File: src/rtl/selective_repeat_receiver_assert.svh
// Assertion macros shared by the selective-repeat receiver modules.
`ifndef SELECTIVE_REPEAT_RECEIVER_ASSERT_SVH
`define SELECTIVE_REPEAT_RECEIVER_ASSERT_SVH

// The condition must never hold at a clock edge outside reset.
`define SRR_ASSERT_NEVER(label, cond, msg) \
   label: assert property (@(posedge clock) disable iff (reset) !(cond)) else $error(msg);

// The consequent must hold in the same cycle as the antecedent.
`define SRR_ASSERT_IMPLIES(label, ante, cons, msg) \
   label: assert property (@(posedge clock) disable iff (reset) (ante) |-> (cons)) \
      else $error(msg);

// The consequent must hold in the cycle after the antecedent.
`define SRR_ASSERT_NEXT(label, ante, cons, msg) \
   label: assert property (@(posedge clock) disable iff (reset) (ante) |=> (cons)) \
      else $error(msg);

`endif

File: src/rtl/srr_pkg.sv
// Shared types and constants of the selective-repeat receiver.
`default_nettype none

package srr_pkg;

   localparam int CFG_W                = 6;
   localparam int WIN_DEFAULT          = 32;
   localparam int HEADER_BYTES_DEFAULT = 8;
   localparam logic [CFG_W-1:0] WIN_SIZE_RESET = 6'd8;

   localparam logic [1:0] KIND_DELIVER = 2'd0;
   localparam logic [1:0] KIND_ACK     = 2'd1;
   localparam logic [1:0] KIND_RELEASE = 2'd2;

   typedef enum logic [3:0] {
      ST_IDLE,
      ST_DIFF,
      ST_CLASSIFY,
      ST_BAD_ACK,
      ST_BAD_REL,
      ST_CK_REL,
      ST_SCAN,
      ST_BASE,
      ST_DUP_REL,
      ST_DRAIN_RD,
      ST_DRAIN_EMIT,
      ST_ACK
   } srr_state_type;

   typedef struct packed {
      logic write;
      logic pop;
   } srr_ring_cmd_type;

endpackage

`default_nettype wire

File: src/rtl/srr_slot_ring.sv
// Slot ring of the receive window: filled flags, head pointer and slot memory.
`default_nettype none

module srr_slot_ring #(
   parameter int WIN = srr_pkg::WIN_DEFAULT
) (
   input  logic                     clock,
   input  logic                     reset,
   input  srr_pkg::srr_ring_cmd_type cmd,
   input  logic [$clog2(WIN)-1:0]   off,
   input  logic [15:0]              wr_handle,
   input  logic [15:0]              wr_len,
   output logic                     probe_filled,
   output logic [15:0]              rd_handle,
   output logic [15:0]              rd_len
);

   localparam int IDX_W = $clog2(WIN);

   logic [IDX_W-1:0] head_ff, head_in;
   logic [WIN-1:0]   filled_ff, filled_in;
   logic [31:0]      mem [WIN];
   logic [31:0]      rd_data_ff;
   logic [IDX_W:0]   sum;
   logic [IDX_W-1:0] phys;

   // Offset from the window base folded onto the physical ring.
   assign sum  = {1'b0, head_ff} + {1'b0, off};
   assign phys = (sum >= (IDX_W+1)'(WIN)) ? IDX_W'(sum - (IDX_W+1)'(WIN)) : sum[IDX_W-1:0];

   assign probe_filled = filled_ff[phys];
   assign rd_handle    = rd_data_ff[31:16];
   assign rd_len       = rd_data_ff[15:0];

   always_comb begin
      filled_in = filled_ff;
      head_in   = head_ff;
      if (cmd.write) begin
         filled_in[phys] = 1'b1;
      end
      if (cmd.pop) begin
         filled_in[head_ff] = 1'b0;
         head_in = (head_ff == IDX_W'(WIN - 1)) ? '0 : head_ff + IDX_W'(1);
      end
   end

   always_ff @(posedge clock) begin
      if (reset) begin
         filled_ff <= '0;
         head_ff   <= '0;
      end else begin
         filled_ff <= filled_in;
         head_ff   <= head_in;
      end
   end

   always_ff @(posedge clock) begin
      if (cmd.write) begin
         mem[phys] <= {wr_handle, wr_len};
      end
      if (cmd.pop) begin
         rd_data_ff <= mem[head_ff];
      end
   end

`include "selective_repeat_receiver_assert.svh"

   `SRR_ASSERT_IMPLIES(a_pop_filled, cmd.pop, filled_ff[head_ff], "pop of an empty slot")
   `SRR_ASSERT_IMPLIES(a_write_empty, cmd.write, !filled_ff[phys], "write over a filled slot")

endmodule

`default_nettype wire

File: src/rtl/selective_repeat_receiver.sv
// Top level of the selective-repeat receiver: sequencer, shared adder and result register.
// Each segment is accepted in the idle state and passes the offset and classify states
// before its first result beat is loaded; a segment that fills the window base first
// scans the run of filled slots, advances the base and drains the run, one slot memory
// read per slot. A new segment is taken only back in idle, and output stalls hold the
// sequencer. Reset clears the base, the filled flags and the ring head and sets win_size
// to 8; slot memory is not cleared, a slot is only read once written.
`default_nettype none

module selective_repeat_receiver #(
   parameter int WIN          = srr_pkg::WIN_DEFAULT,
   parameter int HEADER_BYTES = srr_pkg::HEADER_BYTES_DEFAULT
) (
   input  logic                     clock,
   input  logic                     reset,
   // Segment beats.
   input  logic                     req_tvalid,
   output logic                     req_tready,
   input  logic [63:0]              req_tdata,   // seq_num, buffer_handle, segment_length
   input  logic [1:0]               req_tuser,   // ident_is_data, checksum_good
   // Result beats.
   output logic                     rsp_tvalid,
   input  logic                     rsp_tready,
   output logic [95:0]              rsp_tdata,   // ack_seq, next_expected, out_handle,
                                                 // payload_length
   output logic [1:0]               rsp_tuser,   // kind
   output logic                     rsp_tlast,   // last
   // Window size register.
   input  logic                     csr_we,
   input  logic [srr_pkg::CFG_W-1:0] csr_wdata
);

   localparam int IDX_W = $clog2(WIN);
   localparam int CNT_W = $clog2(WIN + 1);
   localparam int CFG_W = srr_pkg::CFG_W;

   srr_pkg::srr_state_type state_ff, state_in;

   logic [CFG_W-1:0] win_size_ff;
   logic [31:0]      base_ff, base_in;
   logic [CNT_W-1:0] run_ff, run_in;

   // Captured segment and intermediate results.
   logic [31:0] seq_ff;
   logic        is_data_ff;
   logic        ck_good_ff;
   logic [15:0] handle_ff;
   logic [15:0] len_ff;
   logic [31:0] diff_ff;
   logic [31:0] aux_ff;
   logic        dup_ff;

   // Result register.
   logic        rsp_tvalid_ff, rsp_tvalid_in;
   logic [1:0]  rsp_kind_ff;
   logic [31:0] rsp_ack_ff;
   logic [31:0] rsp_next_ff;
   logic [15:0] rsp_handle_ff;
   logic [15:0] rsp_plen_ff;
   logic        rsp_last_ff;

   // Sequencer outputs.
   logic        emit;
   logic [1:0]  o_kind;
   logic [31:0] o_ack;
   logic [15:0] o_handle;
   logic [15:0] o_plen;
   logic        o_last;
   srr_pkg::srr_ring_cmd_type ring_cmd;

   // Shared adder.
   logic [31:0] add_a, add_b, add_sum;
   logic        add_sub;

   logic [CFG_W-1:0] eff;
   logic             in_window;
   logic             diff_zero;
   logic             out_free;
   logic             deliver_ok;
   logic [IDX_W-1:0] ring_off;
   logic             probe_filled;
   logic [15:0]      rd_handle, rd_len;

   assign req_tready = (state_ff == srr_pkg::ST_IDLE);
   assign out_free   = !rsp_tvalid_ff || rsp_tready;

   // The effective window is the smaller of the register and the ring depth.
   assign eff       = (win_size_ff < CFG_W'(WIN)) ? win_size_ff : CFG_W'(WIN);
   assign in_window = (diff_ff[31:CFG_W] == '0) && (diff_ff[CFG_W-1:0] < eff);
   assign diff_zero = (diff_ff == '0);

   // During the scan the ring is probed at the run count, otherwise at the segment offset.
   assign ring_off = (state_ff == srr_pkg::ST_SCAN) ? run_ff[IDX_W-1:0] : diff_ff[IDX_W-1:0];

   // One adder serves the window offset, base - 1, the base advance and the payload length.
   always_comb begin
      add_a   = base_ff;
      add_b   = '0;
      add_sub = 1'b0;
      unique case (state_ff)
         srr_pkg::ST_DIFF: begin
            add_a   = seq_ff;
            add_b   = base_ff;
            add_sub = 1'b1;
         end
         srr_pkg::ST_CLASSIFY: begin
            add_a   = base_ff;
            add_b   = 32'd1;
            add_sub = 1'b1;
         end
         srr_pkg::ST_BASE: begin
            add_a   = base_ff;
            add_b   = 32'(run_ff);
            add_sub = 1'b0;
         end
         srr_pkg::ST_DRAIN_EMIT: begin
            add_a   = {16'b0, rd_len};
            add_b   = 32'(HEADER_BYTES);
            add_sub = 1'b1;
         end
         default: begin
            add_a   = base_ff;
            add_b   = '0;
            add_sub = 1'b0;
         end
      endcase
      add_sum = add_a + (add_sub ? ~add_b : add_b) + {31'b0, add_sub};
   end

   // Both operands stay below 2^16, so a positive difference means a real payload.
   assign deliver_ok = (add_sum != '0) && !add_sum[31];

   // Next state.
   always_comb begin
      state_in = state_ff;
      unique case (state_ff) inside
         srr_pkg::ST_IDLE: begin
            if (req_tvalid) state_in = srr_pkg::ST_DIFF;
         end
         srr_pkg::ST_DIFF: begin
            state_in = srr_pkg::ST_CLASSIFY;
         end
         srr_pkg::ST_CLASSIFY: begin
            if (!is_data_ff || !in_window) begin
               state_in = srr_pkg::ST_BAD_ACK;
            end else if (!ck_good_ff) begin
               state_in = srr_pkg::ST_CK_REL;
            end else if (diff_zero) begin
               state_in = srr_pkg::ST_SCAN;
            end else if (probe_filled) begin
               state_in = srr_pkg::ST_DUP_REL;
            end else begin
               state_in = srr_pkg::ST_ACK;
            end
         end
         srr_pkg::ST_BAD_ACK: begin
            if (out_free) state_in = srr_pkg::ST_BAD_REL;
         end
         srr_pkg::ST_BAD_REL, srr_pkg::ST_CK_REL, srr_pkg::ST_ACK: begin
            if (out_free) state_in = srr_pkg::ST_IDLE;
         end
         srr_pkg::ST_SCAN: begin
            if (!((run_ff < CNT_W'(WIN)) && probe_filled)) state_in = srr_pkg::ST_BASE;
         end
         srr_pkg::ST_BASE: begin
            state_in = dup_ff ? srr_pkg::ST_DUP_REL : srr_pkg::ST_DRAIN_RD;
         end
         srr_pkg::ST_DUP_REL: begin
            if (out_free) state_in = srr_pkg::ST_DRAIN_RD;
         end
         srr_pkg::ST_DRAIN_RD: begin
            state_in = (run_ff == '0) ? srr_pkg::ST_ACK : srr_pkg::ST_DRAIN_EMIT;
         end
         srr_pkg::ST_DRAIN_EMIT: begin
            if (out_free) state_in = srr_pkg::ST_DRAIN_RD;
         end
         default: begin
            state_in = srr_pkg::ST_IDLE;
         end
      endcase
   end

   // Sequencer outputs: result beats and ring commands.
   always_comb begin
      emit     = 1'b0;
      o_kind   = srr_pkg::KIND_ACK;
      o_ack    = '0;
      o_handle = '0;
      o_plen   = '0;
      o_last   = 1'b0;
      ring_cmd = '0;
      unique case (state_ff) inside
         srr_pkg::ST_CLASSIFY: begin
            ring_cmd.write = is_data_ff && in_window && ck_good_ff && !probe_filled;
         end
         srr_pkg::ST_BAD_ACK: begin
            emit   = out_free;
            o_kind = srr_pkg::KIND_ACK;
            o_ack  = aux_ff;
         end
         srr_pkg::ST_BAD_REL, srr_pkg::ST_CK_REL: begin
            emit     = out_free;
            o_kind   = srr_pkg::KIND_RELEASE;
            o_handle = handle_ff;
            o_last   = 1'b1;
         end
         srr_pkg::ST_DUP_REL: begin
            emit     = out_free;
            o_kind   = srr_pkg::KIND_RELEASE;
            o_handle = handle_ff;
         end
         srr_pkg::ST_DRAIN_RD: begin
            ring_cmd.pop = (run_ff != '0);
         end
         srr_pkg::ST_DRAIN_EMIT: begin
            emit     = out_free;
            o_handle = rd_handle;
            if (deliver_ok) begin
               o_kind = srr_pkg::KIND_DELIVER;
               o_plen = add_sum[15:0];
            end else begin
               o_kind = srr_pkg::KIND_RELEASE;
            end
         end
         srr_pkg::ST_ACK: begin
            emit   = out_free;
            o_kind = srr_pkg::KIND_ACK;
            o_ack  = seq_ff;
            o_last = 1'b1;
         end
         default: begin
            emit = 1'b0;
         end
      endcase
   end

   // Control register next values.
   always_comb begin
      base_in = base_ff;
      run_in  = run_ff;
      if (state_ff == srr_pkg::ST_CLASSIFY) begin
         run_in = '0;
      end
      if ((state_ff == srr_pkg::ST_SCAN) && (run_ff < CNT_W'(WIN)) && probe_filled) begin
         run_in = run_ff + CNT_W'(1);
      end
      if (ring_cmd.pop) begin
         run_in = run_ff - CNT_W'(1);
      end
      if (state_ff == srr_pkg::ST_BASE) begin
         base_in = add_sum;
      end
      rsp_tvalid_in = emit ? 1'b1 : (rsp_tready ? 1'b0 : rsp_tvalid_ff);
   end

   always_ff @(posedge clock) begin
      if (reset) begin
         state_ff      <= srr_pkg::ST_IDLE;
         win_size_ff   <= srr_pkg::WIN_SIZE_RESET;
         base_ff       <= '0;
         run_ff        <= '0;
         rsp_tvalid_ff <= 1'b0;
      end else begin
         state_ff      <= state_in;
         base_ff       <= base_in;
         run_ff        <= run_in;
         rsp_tvalid_ff <= rsp_tvalid_in;
         if (csr_we) begin
            win_size_ff <= csr_wdata;
         end
      end
   end

   // Payload registers.
   always_ff @(posedge clock) begin
      if ((state_ff == srr_pkg::ST_IDLE) && req_tvalid) begin
         seq_ff     <= req_tdata[31:0];
         handle_ff  <= req_tdata[47:32];
         len_ff     <= req_tdata[63:48];
         is_data_ff <= req_tuser[0];
         ck_good_ff <= req_tuser[1];
      end
      if (state_ff == srr_pkg::ST_DIFF) begin
         diff_ff <= add_sum;
      end
      if (state_ff == srr_pkg::ST_CLASSIFY) begin
         aux_ff <= add_sum;
         dup_ff <= probe_filled;
      end
      // The base is final before the first beat of a segment is loaded.
      if (emit) begin
         rsp_kind_ff   <= o_kind;
         rsp_ack_ff    <= o_ack;
         rsp_next_ff   <= base_ff;
         rsp_handle_ff <= o_handle;
         rsp_plen_ff   <= o_plen;
         rsp_last_ff   <= o_last;
      end
   end

   assign rsp_tvalid = rsp_tvalid_ff;
   assign rsp_tdata  = {rsp_plen_ff, rsp_handle_ff, rsp_next_ff, rsp_ack_ff};
   assign rsp_tuser  = rsp_kind_ff;
   assign rsp_tlast  = rsp_last_ff;

   srr_slot_ring #(
      .WIN (WIN)
   ) u_ring (
      .clock        (clock),
      .reset        (reset),
      .cmd          (ring_cmd),
      .off          (ring_off),
      .wr_handle    (handle_ff),
      .wr_len       (len_ff),
      .probe_filled (probe_filled),
      .rd_handle    (rd_handle),
      .rd_len       (rd_len)
   );

`include "selective_repeat_receiver_assert.svh"

   `SRR_ASSERT_NEVER(a_no_overwrite, emit && rsp_tvalid_ff && !rsp_tready, "result beat lost")
   `SRR_ASSERT_NEVER(a_run_bound, run_ff > CNT_W'(WIN), "run count beyond the ring depth")
   `SRR_ASSERT_NEXT(a_base_hold, state_ff != srr_pkg::ST_BASE, $stable(base_ff), "base moved")

endmodule

`default_nettype wire
File: config.mk
export PLATFORM = sky130hd
export DESIGN_NAME = selective_repeat_receiver
export DESIGN_NICKNAME = d
export VERILOG_FILES = /design/src/rtl/srr_pkg.sv /design/src/rtl/srr_slot_ring.sv /design/src/rtl/selective_repeat_receiver.sv
export VERILOG_INCLUDE_DIRS = /design/src /design/src/rtl
export SDC_FILE = /design/constraint.sdc
export NUM_CORES = 2
export LEC_CHECK = 0
export BUFFER_PORTS_ARGS = -buffer_cell sky130_fd_sc_hd__clkbuf_2
export CAP_MARGIN = 5
export CORE_MARGIN = 2
export CORE_UTILIZATION = 59
export CTS_CLUSTER_DIAMETER = 30
export DETAILED_ROUTE_END_ITERATION = 6
export GPL_TIMING_DRIVEN = 0
export PLACE_DENSITY_LB_ADDON = 0.12
export SLEW_MARGIN = 20
export SYNTH_ARGS = -nofsm -noshare
export SYNTH_HDL_FRONTEND = slang
export SYNTH_SLANG_ARGS = --single-unit
File: constraint.sdc
create_clock -name clock -period 6.8 [get_ports clock]
set_input_delay 0.34 -clock clock [delete_from_list [all_inputs] [get_ports clock]]
set_output_delay 0.34 -clock clock [all_outputs]
set_load 0.005 [all_outputs]
# Yosys cells after proc, flatten, opt, wreduce, memory -nomap -nowiden
# Memory sizes are Yosys's and may differ from the RTL's. A register that Yosys moved wholly into a read port is not among the register bits.
# Index checks and enable logic that the tools add are counted.
dict set report op_classes {
  n_addsub 7
  mul 0
  n_div 0
  n_lt_le_gt_ge 8
  n_eq_ne 17
  shifts 0
  muxes 43
  bitwise_logic 4
  reduce_logical 33
}
# op count
set op_table {}
lappend op_table {{32-bit case mux with 2 select lines} 2}
lappend op_table {{32-bit case mux with 4 select lines} 1}
lappend op_table {{32-bit 2-to-1 mux} 3}
lappend op_table {{32-bit inverter} 2}
lappend op_table {{4-bit case mux with 9 select lines} 1}
lappend op_table {{32-bit by 1-bit adder with 32-bit output} 1}
lappend op_table {{32-bit adder} 1}
lappend op_table {{32-bit AND} 1}
lappend op_table {{32-bit logical NOT} 1}
lappend op_table {{4-bit 2-to-1 mux} 8}
lappend op_table {{32-bit OR} 1}
lappend op_table {{16-bit case mux with 2 select lines} 1}
lappend op_table {{32-bit nonzero test} 1}
lappend op_table {{26-bit logical NOT} 1}
lappend op_table {{6-bit 2-to-1 mux} 4}
lappend op_table {{4-bit by 3-bit equality test with 1-bit output, second input constant} 4}
lappend op_table {{4-bit equality test, second input constant} 4}
lappend op_table {{5-bit 2-to-1 mux} 3}
lappend op_table {{1-bit 2-to-1 mux} 14}
lappend op_table {{5-bit by 6-bit less-than comparator with 1-bit output, second input constant} 2}
lappend op_table {{6-bit less-than comparator, second input constant} 2}
lappend op_table {{1-bit logical AND} 11}
lappend op_table {{1-bit demux with 5-bit select} 2}
lappend op_table {{5-bit by 1-bit greater-or-equal comparator with 1-bit output, second input constant} 2}
lappend op_table {{27 further kinds} 39}
dict set report totals {
  reg_bits 316
  latch_bits 0
  ramBits 1024
  romBits 0
  in_bits 77
  out_inout_bits 101
  elab_cells 134
  mem_count 1
}
# name words word_bits rd rd_ports_with_merged_regs write_ports line
set mem_list {}
lappend mem_list {u_ring.mem 32 32 1 1 1 srr_slot_ring.sv:22} ;# logic [31:0] mem [WIN];

# Depth between registers and ports, before layout
dict set report depth {
  ltp_word 13
  ltp_mapped 21
  depth_no_buf 16
}

# By module
# Synthesis repeated with hierarchy kept, for this count alone.
dict set report unflattened {
  cells_unflattened 2904
  hier_area_um2 54079.4
}
# mod instances cells_per_inst area_per_inst_um2
set by_module_without_submodules {}
lappend by_module_without_submodules {srr_slot_ring 1 1825 41335.9}
lappend by_module_without_submodules {selective_repeat_receiver 1 1079 12743.5}

# Worst setup path before layout
# Ideal clock, no wire load.
dict set report synth_timing {
  kind {register to register}
  start {register state_ff[2]}
  end {register rsp_ack_ff[0] (enable)}
  setup_ps 570
  arrival_ps 5485
  path_slack_ps 745
  path_stages_with_launch 7
  n_path_buf 2
  cell_sequence {dfxtp_1 buf_4 clkbuf_1 nand2_1 nor2_1 nor2_1 nor2b_1}
}
dict set report synth_via {
  elab_chain_cells 3
  word_cells_on_any_way 8
  cone_classes {6 x eq/ne; 1 x mux; 1 x reduce/logical}
}
# element line
set synth_lines {}
lappend synth_lines {{from (decl)} selective_repeat_receiver.sv:37} ;# srr_pkg::srr_state_type state_ff, state_in;
lappend synth_lines {{from (signal assigned)} selective_repeat_receiver.sv:258} ;# state_ff <= srr_pkg::ST_IDLE;
lappend synth_lines {{from (signal assigned)} selective_repeat_receiver.sv:264} ;# state_ff <= state_in;
lappend synth_lines {{4-bit by 2-bit equality test with 1-bit output (no source line), or another cell as far along} n/a}
lappend synth_lines {{6-bit OR reduction (no source line) (*)} n/a}
lappend synth_lines {{1-bit 2-to-1 mux (*)} selective_repeat_receiver.sv:192} ;# unique case (state_ff) inside
lappend synth_lines {{via emit} selective_repeat_receiver.sv:63} ;# logic emit;
lappend synth_lines {{to (signal assigned)} selective_repeat_receiver.sv:293} ;# rsp_ack_ff <= o_ack;
lappend synth_lines {{to (decl)} selective_repeat_receiver.sv:56} ;# logic [31:0] rsp_ack_ff;
# The timed path passes the listed nets; every way through them passes the cells marked *.
# A chain may end at the register's enable or synchronous reset.

# Worst setup path after layout
dict set report layout_timing {
  start {register u_ring.head_ff[1]}
  end {memory u_ring.mem[22][12] (enable)}
}
dict set report layout_via {
  elab_chain_cells 10
  word_cells_on_any_way 11
  cone_classes {2 x add/sub; 1 x order compare; 6 x mux; 2 x reduce/logical}
}
# element line
set layout_lines {}
lappend layout_lines {{from (decl)} srr_slot_ring.sv:20} ;# logic [IDX_W-1:0] head_ff, head_in;
lappend layout_lines {{from (signal assigned)} srr_slot_ring.sv:53} ;# head_ff <= head_in;
lappend layout_lines {{5-bit by 5-bit adder with 6-bit output (*)} srr_slot_ring.sv:28} ;# assign sum = {1'b0, head_ff} + {1'b0, off};
lappend layout_lines {{5-bit by 1-bit subtractor with 5-bit output / 6-bit greater-or-equal comparator (equally long branches)} srr_slot_ring.sv:29} ;# assign phys = (sum >= (IDX_W+1)'(WIN)) ? IDX_W'(sum - (IDX_W+1)'(WIN)) : sum[IDX_W-1:0];
lappend layout_lines {{5-bit 2-to-1 mux (*)} srr_slot_ring.sv:29}
lappend layout_lines {{1-bit binary-select mux with 5-bit select} srr_slot_ring.sv:31} ;# assign probe_filled = filled_ff[phys];
lappend layout_lines {{1-bit 2-to-1 mux (implied by the code)} srr_slot_ring.sv:31}
lappend layout_lines {{1-bit logical NOT} selective_repeat_receiver.sv:194} ;# ring_cmd.write = is_data_ff && in_window && ck_good_ff && !probe_filled;
lappend layout_lines {{1-bit logical AND} selective_repeat_receiver.sv:194}
lappend layout_lines {{1-bit 2-to-1 mux} selective_repeat_receiver.sv:192}
lappend layout_lines {{1-bit 2-to-1 mux} srr_slot_ring.sv:58} ;# if (cmd.write) begin
lappend layout_lines {{1-bit 2-to-1 mux (implied by the code)} srr_slot_ring.sv:59} ;# mem[phys] <= {wr_handle, wr_len};
lappend layout_lines {{to (decl)} srr_slot_ring.sv:22}
# Mark *: on every way between the ends. The rest lies on a longest branch, timed or not. The select of a mux whose other input is x is not followed.

==> impl_metrics.ini <==
[run_status]
run_status = complete, no violations

[place]
buffer_ports.inserted = 175
dpl.hpwl_um = 105000
place.gp.congestion = 0.908
placed_area_um2 = 58300

[detailed_routing]
route.detailed.drc = 0
drt_first_iter_violations = 4499
viasPerCell = 6.74
routed_wire_length_per_instance_um = 34.0
final_routed_wirelength_um = 166000
number_of_optimization_iterations_in_the_first_detailed_route_pass = 6
route.vias.total = 32936
postRouteAntennaNets = 0

[clocking]
tritoncts_num_sinks = 1372
clk_pin_slew_ps = 50
root_driver = sky130_fd_sc_hd__clkbuf_16
clock_insertion_delay_worst_skew_ps = 840
tritoncts = built
clockBufferDepth = 3
clock_buffers_created_by_tritoncts = 233
cts_htree_levels = 4

[layout]
final_design_area_excluding_fillers_um2 = 67600
finish.net_count = 3613
layout-drive-gt1-share_pct = 28.2
utilization_pct = 74.0
synthToLayoutAreaGrowth_pct = 24.7

[setup_path]
path_common_cell = sky130_fd_sc_hd__clkbuf_2
rr_worst_depth = 14
worstSetupStartpoint = u_ring.head_ff[1]
worst-r2r-setup-slack_ps = 150
critical-path-top-delay-family = buffers and inverters
worst_path_cell_chain = clkbuf_2 -> clkbuf_1 -> clkbuf_2 -> inv_1 -> fa_1 -> clkbuf_2 -> mux4_2 -> mux4_2 -> mux2i_4 -> nand2_4 -> nor3_1 -> nand2_1 -> nor2_4 -> buf_12
critPathCaptureType = flip-flop
cell_with_the_largest_stage_delay_on_the_worst_path = sky130_fd_sc_hd__nor2_4
terminus_of_the_critical_flop_to_flop_path = u_ring.mem[22][12]
start_of_the_worst_register_to_register_path = u_ring.head_ff[1]
timing.critical_path.buf_inv = 6
crit_required_ps = 7320
worst_path_largest_cell_delay_ps = 730
crit_type = reg -> reg
critical_path_arrival_ps = 7170
critical_path.startpoint_type = flip-flop
crit_path_max_fanout = 15

[sta]
final_period_demand_of_the_worst_path_ps = 6650
rsz0062_at_grt = false
relSlewSlack_pct = 12.3
timing.final.max_slew_violations = 0
clock_skew_ps = 51.8
timing.final.crit_share_pct = 97.8
maxClockFrequency_ghz = 0.150
tightestPinTransition_ps = 1320
finalSetupTns_ps = 0
worst_hold_slack_ps = 39.2
timing.final.hold_violations = 0
timing.final.setup_violations = 0

[pwr]
finalPower_mw = 26.7
power_per_cell_area_nw_per_um2 = 395
power.leakage_nw = 22.5
power.ir.vdd_worst_mv = 0.320

[min_path]
hold_path_depth = 3
hold_path_end = win_size_ff[5]
min_path_type = in -> reg
hold_path.startpoint = csr_we

[floorplanning]
initial_core_util_pct = 59.3
coreArea_um2 = 91400
die_height_um = 307
ioPinCount = 178
design.die.area_um2 = 94400
rows = 111
die_x_um = 307

[yosys]
syn_area_per_cell_um2 = 18.5
synth-edff-count = 1286
async_flop_share_pct = 0
synthesis.area_um2 = 54200
yosys.cell_types.count = 88
postSynthRegisterBits = 1372
synth-warning-count = 0
postSynthNetCount = 3050
ys_seq_area_share_pct = 74.4
dominantRegCellSynth = sky130_fd_sc_hd__edfxtp_1
syn-instance-count = 2924

[flow_run]
maxCapViolations = 0

[grt]
grt_max_degree = 42
gr-total-overflow = 0
grt.total_usage_pct = 35.6
grt_antenna_before_repair = 5
grt_pass1_vias = 32822
first_pass_grt_wire_length_um = 234000
[registers in the layout, summed over array words and instances, names as in the netlist, 32 cells and up]
signal / count
diff_ff: 32
aux_ff: 32
u_ring.mem: 1024
rsp_next_ff: 32
u_ring.rd_data_ff: 32
rsp_ack_ff: 32
u_ring.filled_ff: 32
base_ff: 32
seq_ff: 32
[final cells by class]
type | instances | area (µm²)
Sequential cell | 1372 | 40300
Fill cell | 5216 | 23700
Multi-Input combinational cell | 1352 | 13300
Clock buffer | 249 | 5930
Timing Repair Buffer | 329 | 3290
Clock inverter | 196 | 2470
Tap cell | 1186 | 1480
Buffer | 160 | 693
Inverter | 39 | 146
Antenna cell | 2 | 5.00
[through the flow]
step	cells	setup WS (ps)
finish	4885	147
global route	4883	11.6
CTS	4875	90.3
detailed placement	4351	-941
global placement	4285	-3660
floorplan	2924	745
[cells in the mapped netlist (all sizes together) (6+ instances only)]
cell       n  area [µm²]
edfxtp  1286       38600
mux4     266        5990
nand2    151         574
a21oi    147         739
a22oi    144        1080
nor2     123         522
clkbuf   120         450
dfxtp     86        1720
a22o      63         552
ha        47         588
nand4     43         269
buf       41         199
o21ai     38         190
inv       37         139
a211oi    30         230
nor3      27         135
o21a      25         188
nor4      19         155
xnor2     19         193
and2      18         113
a21o      17         128
nand3     17        85.1
xor2      12         105
and3      11        73.8
mux2i     10         113
nor2b     10        62.6
nand2b     8        50.1
a31oi      7        43.8
nor3b      6        45.0
or3        6        37.5
[how the worst max path moves through the flow]
stage          depth (start not counted)                 end
2_1_floorplan                          6       rsp_ack_ff[0]
3_3_place_gp                          13  u_ring.mem[23][22]
3_5_place_dp                          15  u_ring.mem[14][27]
4_1_cts                               19      rsp_plen_ff[6]
5_1_grt                               15  u_ring.mem[31][20]
6_report                              14  u_ring.mem[22][12]
[cells in the final DEF (no fill, tap or decap), drive strengths merged, types with 25 or more instances in the layout]
cell type and instances:
a211oi 30, a22o 63, mux4 266, bufinv 38, inv 70, nor3 27
ha 47, o21a 25, clkbuf 546, clkinvlp 34, buf 115, nor2 123
nand4 43, dlygate4sd3 77, edfxtp 1286, a22oi 144, clkinv 93, o21ai 38
a21oi 147, dfxtp 86, nand2 151
[tightest hold or removal path, stage by stage]
cell	delay, ps
sky130_fd_sc_hd__clkbuf_1	200
sky130_fd_sc_hd__mux2i_1	180
sky130_fd_sc_hd__nor2_1	80
[report_power, final]
| group | switching (mW) | internal, mW |
|---|---|---|
| Clock | 4.38 | 7.86 |
| Sequential | 0.550 | 10.3 |
| Combinational | 2.48 | 1.11 |
[cells by family (layout without fill, tap and decap cells)]
family | count (synthesis) | count (layout) | synth area share [%]
other | 0 | 2 | 0
adders and majority gates | 49 | 49 | 1.16
and+or+nand+nor | 470 | 470 | 4.44
muxes | 281 | 281 | 11.4
xor gates and xnor gates | 31 | 31 | 0.549
AOI/OAI and AO/OA | 521 | 521 | 6.65
DFF | 1372 | 1372 | 74.4
buffers and inverters | 200 | 973 | 1.47
[timing repair]
item	CTS	global route
hold buffers	77	0
endpoints found under the setup margin	1040	55
endpoints found under the hold margin	73	0
pin swaps	3	4
buffers inserted	2	4
resized for setup	3	1
gates cloned	0	0
[metal layers]
metal,vias up,routed length [µm],track usage (%)
met5,-,27,0
met4,4,8640,18.1
met3,461,17900,8.16
met2,2367,81100,57.8
met1,16842,58300,45.7
li1,13262,-,-
Note: power is estimated with default switching activity, not from simulation.
